<file path="config.mk">
export PLATFORM = sky130hd
export DESIGN_NAME = xlcr_ctrl
export DESIGN_NICKNAME = d
export VERILOG_FILES = /design/src/sv/xlcr_pkg.sv /design/src/sv/xlcr_ctrl.sv
export SDC_FILE = /design/constraint.sdc
export NUM_CORES = 1
export LEC_CHECK = 0
export ABC_CLOCK_PERIOD_IN_PS = 3300
export BUFFER_PORTS_ARGS = -buffer_cell sky130_fd_sc_hd__clkbuf_2
export CORE_AREA = 2 2 39 41
export CTS_BUF_LIST = sky130_fd_sc_hd__clkbuf_4 sky130_fd_sc_hd__clkbuf_8
export CTS_CLUSTER_DIAMETER = 120
export CTS_CLUSTER_SIZE = 10
export DETAILED_ROUTE_END_ITERATION = 8
export DIE_AREA = 0 0 41 43
export PLACE_DENSITY = 0.36
export SYNTH_ARGS = -nofsm -noshare
export SYNTH_HDL_FRONTEND = slang
export SYNTH_SLANG_ARGS = --single-unit
</file>
<file path="constraint.sdc">
create_clock -name i_clk -period 3.3 [get_ports i_clk]
set_input_delay 0.165 -clock i_clk [delete_from_list [all_inputs] [get_ports i_clk]]
set_output_delay 0.165 -clock i_clk [all_outputs]
set_load 0.03 [all_outputs]
</file>
<file path="src/sv/xlcr_pkg.sv">
// ----------------------------------------------------------------------------
// xlcr_pkg
// shared types and codes for the xor-linked cursor ring
// ----------------------------------------------------------------------------
package xlcr_pkg;

    localparam int ACT_W    = 2;
    localparam int VALUE_W  = 64;
    localparam int INDEX_W  = 8;

    typedef enum logic [ACT_W-1:0] {
        ACT_LEFT    = 2'd0,
        ACT_RIGHT   = 2'd1,
        ACT_REVERSE = 2'd2,
        ACT_INSERT  = 2'd3
    } t_act;

    typedef enum logic [2:0] {
        S_IDLE,
        S_RD,
        S_MOV,
        S_INS,
        S_WC,
        S_WP,
        S_OUT
    } t_state;

    // controller to datapath
    typedef struct packed {
        logic take;     // latch the incoming word
        logic rd_link;  // read links of cursor and trailing
        logic mov;      // walk update, read data at the new cursor
        logic wr_s;     // write spare node, work out the other two links
        logic wr_c;     // write cursor link
        logic wr_p;     // write trailing link, advance allocator, read data
        logic emit;     // load the output register
    } t_cmd;

    // datapath to controller
    typedef struct packed {
        t_act act;
        logic spare_ok;
        logic out_free;
    } t_sts;

endpackage

</file>
<file path="src/sv/xlcr_ctrl.sv">
// ----------------------------------------------------------------------------
// xlcr_ctrl
// sequencer for one action at a time: link read, update, writes, data read
// ----------------------------------------------------------------------------
module xlcr_ctrl (
    input  logic          i_clk,
    input  logic          i_rst_n,
    input  logic          i_s_valid,
    output logic          o_s_ready,
    input  xlcr_pkg::t_sts i_sts,
    output xlcr_pkg::t_cmd o_cmd
);
    import xlcr_pkg::*;

    t_state r_state;
    t_state n_state;

    always_ff @(posedge i_clk) begin
        if (!i_rst_n) begin
            r_state <= S_IDLE;
        end else begin
            r_state <= n_state;
        end
    end

    always_comb begin
        n_state = r_state;
        case (r_state)
            S_IDLE: begin
                if (i_s_valid) begin
                    n_state = S_RD;
                end
            end
            S_RD: begin
                if (i_sts.act == ACT_INSERT && i_sts.spare_ok) begin
                    n_state = S_INS;
                end else begin
                    n_state = S_MOV;
                end
            end
            S_MOV:   n_state = S_OUT;
            S_INS:   n_state = S_WC;
            S_WC:    n_state = S_WP;
            S_WP:    n_state = S_OUT;
            S_OUT: begin
                if (i_sts.out_free) begin
                    n_state = S_IDLE;
                end
            end
            default: n_state = S_IDLE;
        endcase
    end

    always_comb begin
        o_cmd     = '0;
        o_s_ready = 1'b0;
        case (r_state)
            S_IDLE: begin
                o_s_ready  = 1'b1;
                o_cmd.take = i_s_valid;
            end
            S_RD:    o_cmd.rd_link = 1'b1;
            S_MOV:   o_cmd.mov     = 1'b1;
            S_INS:   o_cmd.wr_s    = 1'b1;
            S_WC:    o_cmd.wr_c    = 1'b1;
            S_WP:    o_cmd.wr_p    = 1'b1;
            S_OUT:   o_cmd.emit    = i_sts.out_free;
            default: o_cmd         = '0;
        endcase
    end

endmodule

</file>
Word level (Yosys, flattened, before mapping)
Cells that the tools add are included.
{"block": "word_totals", "ff_bits": 3, "input_bits": 7, "out_inout_bits": 8, "word_cells": 26}
{"block": "op_classes", "eq_ne": 9, "mux": 12, "reduce_logical": 4}
{"op": "3-bit one-hot mux with 6 select lines", "n": 1}
{"op": "3-bit equality test (second input constant)", "n": 3}
{"op": "1-bit 2-to-1 mux", "n": 9}
{"op": "3-bit by 2-bit equality test with 1-bit output (second input constant)", "n": 2}
{"op": "3-bit 2-to-1 mux", "n": 2}
{"op": "2-bit inequality test (second input constant)", "n": 2}
{"op": "3-bit by 1-bit equality test with 1-bit output (second input constant)", "n": 1}
{"op": "3-bit zero test", "n": 1}
{"op": "2-bit equality test (second input constant)", "n": 1}
{"op": "2-bit AND reduction", "n": 1}
{"op": "2-bit OR reduction", "n": 1}
{"op": "1-bit logical AND", "n": 1}

Logic depth before layout (Yosys ltp)
{"block": "depth", "ltp_word": 4, "ltp_mapped": 3}

Least setup slack after synthesis
Ideal clock, no wire load.
{"block": "synth_path", "kind": "register to output", "start": "reg r_state[1]", "end": "out o_cmd[6] (netlist name)", "t_arrival_ns": 1.597, "t_required_ns": 3.135, "path_slack_ns": 1.538, "path_stages_with_launch": 4, "path_buffers": 1, "path_cell_list": "dfxtp_1 -> buf_2 -> nor3_1 -> and2_1"}
{"element": "start: declaration", "line_no": "xlcr_ctrl.sv:15", "source": "t_state r_state;"}
{"element": "start signal: assignment", "line_no": "xlcr_ctrl.sv:22", "source": "r_state <= n_state;"}
{"element": "end: declaration", "line_no": "xlcr_ctrl.sv:11", "source": "output xlcr_pkg::t_cmd o_cmd"}

==> summary.txt <==
Die
  – Initial Util: 17.3%
  – Total core area: 0.00138 mm2
  – Site Rows: 14
  – DIE WIDTH: 41 um
  – Die ar.: 0.00176 mm2
  – # IOs: 15
  – Die height: 43 um

Power
  – Peak VDD IR: 0.000226 V
  – Logic pwr share: 37.3%
  – Sequential group share of total power: 28.7%
  – Lkg Pwr: 0.180 nW
  – Psw: 0.0000892 W
  – Int Power: 0.000129 W
  – Switching Fraction: 40.9%
  – Clock power frac: 34.0%
  – Pwr dens: 634 mW/mm2

Clock network
  – Root Driver: clkbuf_4
  – H-tree depth: 1
  – Clk slew on worst S/H paths: 0.04 ns
  – Num CTS Buffers: 3
  – Worst skew pair latency: 0.23 ns
  – Hold buffers post-CTS: 0
  – Sinks on Clock Net: 3
  – Post-CTS Resized: 0
  – Longest Clk Path Bufs: 2
  – CTS tree: built
  – Setup Buffers After CTS: 0

Global route
  – Antenna violations before repair: 0
  – Routing usage on met1: 9.27%
  – GRT met2 Usage: 12.8%
  – Vias in the first global route: 248
  – First-pass GRT wire length: 1040 um
  – GRT overflow: 0
  – Largest net degree at the start of global routing: 14
  – GR Util All Layers: 9.42%
  – GRT Max-Usage Layer: met2
  – Met3 usage: 9.42%

Yosys
  – Asr flop ratio synth: 0%
  – Post-Syn Instances: 27
  – Synth Area per Inst: 8.85 um2
  – Post-Synthesis Cell Area: 239 um2
  – Post-synth top flop: dfxtp_1
  – Sequential element share of the synthesized area: 25.1%
  – Netlist cell types: 19
  – Synth Net Count: 35
  – Yosys warning count: 0
  – EDFF count, synth: 0
  – Seq cells post-synth: 3

Drt
  – First-pass DRT Iterations: 2
  – Initial DRC count: 4
  – Via count: 254
  – Total Routed Length: 613 um
  – Via/cell ratio: 4.38
  – Antenna-violating nets left: 0
  – Wirelength per Cell: 10.6 um
  – Post-route DRC violation count: 0

Worst setup path
  – Critical Path AT: 1.25 ns
  – CP startpoint kind: flop
  – Critical Path RT: 3.13 ns
  – Crit path max fanout: 13
  – Reg2reg setup slack: 2.01 ns
  – Kind of critical path: flop to primary output
  – Setup crit end kind: primary output

Finish
  – Synthesis-to-layout area growth: 44.0%
  – # nets final: 51
  – Largest regs: r_state (3)
  – Share of cells above drive strength 1: 47.6%
  – # diodes: 0
  – Fin util: 24.9%
  – Biggest register: r_state
  – Max FFs per register: 3

STA
  – Setup violations, final: 0
  – Final hold violation count: 0
  – Fin crit share: 42.7%
  – Max_slew headroom: 75.5%
  – Clock skew: 0.00276 ns
  – Post-Route Setup TNS: 0 ns
  – Final worst setup slack: 1.89 ns
  – Unrepaired setup endpoints after global routing: no
  – Post-route minimum period: 1.41 ns
  – Pins Over Slew Limit: 0
  – Hold_ws: 0.185 ns
  – Slew @ Worst Pin: 0.366 ns
  – Fmax: 709 MHz

Place
  – Port Buffers: 14
  – Dpl hpwl: 441 um
  – Placement Setup Slack: 2.01 ns
  – GP Congestion: 0.656

Worst hold path
  – Worst min path class: input port to flop

Run status
  – Status: complete, no violations

Run
  – Max-cap violation count: 0
-- logic make-up (layout without fill, tap and decap cells) --
group	after synthesis	count (layout)	synth area share (%)
compound gates	3	3	11.0
fa+ha+maj	1	1	5.23
buf+inv	3	18	6.28
flops	3	3	25.1
mux	1	1	4.71
simple gates	16	16	47.6
-- cell type report --
class	instances	area [um2]
fillers	154	1040
well taps	16	20.0
clock buffers	4	30.0
flip-flops and latches	3	60.1
multi-input cells	21	164
repair buffers	14	70.1
-- critical path, stage by stage (launching register included) --
cell and delay (ns):
dfxtp_1 0.41, nor3_1 0.25, and2_1 0.15, clkbuf_2 0.20
-- cell usage in the layout, fill, tap and decap left out --
cell type / n
and3b_1: 1
mux2_2: 1
nand4b_1: 1
ha_1: 1
nor3b_1: 3
dfxtp_1: 3
clkbuf_2: 14
or4_1: 1
nand2_1: 2
and4bb_2: 1
a211oi_1: 1
or3b_1: 1
nor2_1: 1
and2_1: 1
o211a_1: 1
and4b_1: 1
clkbuf_4: 4
nor3_1: 2
nand3b_1: 1
o32ai_1: 1
-- routing by layer --
layer | vias up | share of wire [%]
li1 | 134 | -
met5 | - | 0
met3 | 0 | 11
met2 | 10 | 46
met1 | 110 | 43
met4 | 0 | 0
-- power by group through the flow --
stage | Combinational (W) | Sequential (W) | Clock [W]
global placement | 0.0000825 | 0.0000623 | 0
CTS | 0.0000830 | 0.0000627 | 0.0000788
floorplan | 0.0000756 | 0.0000478 | 0
finish | 0.0000814 | 0.0000627 | 0.0000742
global route | 0.0000876 | 0.0000657 | 0.0000834
detailed placement | 0.0000826 | 0.0000631 | 0
-- cells in the mapped netlist, types with 2 or more instances --
| cell type | number | share of area [%] |
|---|---|---|
| buf_2 | 3 | 6.3 |
| dfxtp_1 | 3 | 25 |
| nor3b_1 | 3 | 9.4 |
| nand2_1 | 2 | 3.1 |
| nor3_1 | 2 | 4.2 |
-- through the flow --
| step | area (um2) | total power [W] | instances |
|---|---|---|---|
| 2_1_floorplan | 239 | 0.000123 | 27 |
| 3_3_place_gp | 314 | 0.000145 | 54 |
| 3_5_place_dp | 314 | 0.000146 | 54 |
| 4_1_cts | 344 | 0.000225 | 58 |
| 5_1_grt | 344 | 0.000237 | 58 |
| 6_report | 344 | 0.000218 | 58 |
-- worst paths after layout --
check | start | end | depth (start not counted)
worst min register to register | r_state[0] | r_state[1] | 2
worst min-delay path | i_rst_n | r_state[2] | 2
worst max register to register | r_state[1] | r_state[0] | 3
worst max-delay path | r_state[0] | o_cmd[6] | 3
Power figures use the tool's default switching activity.
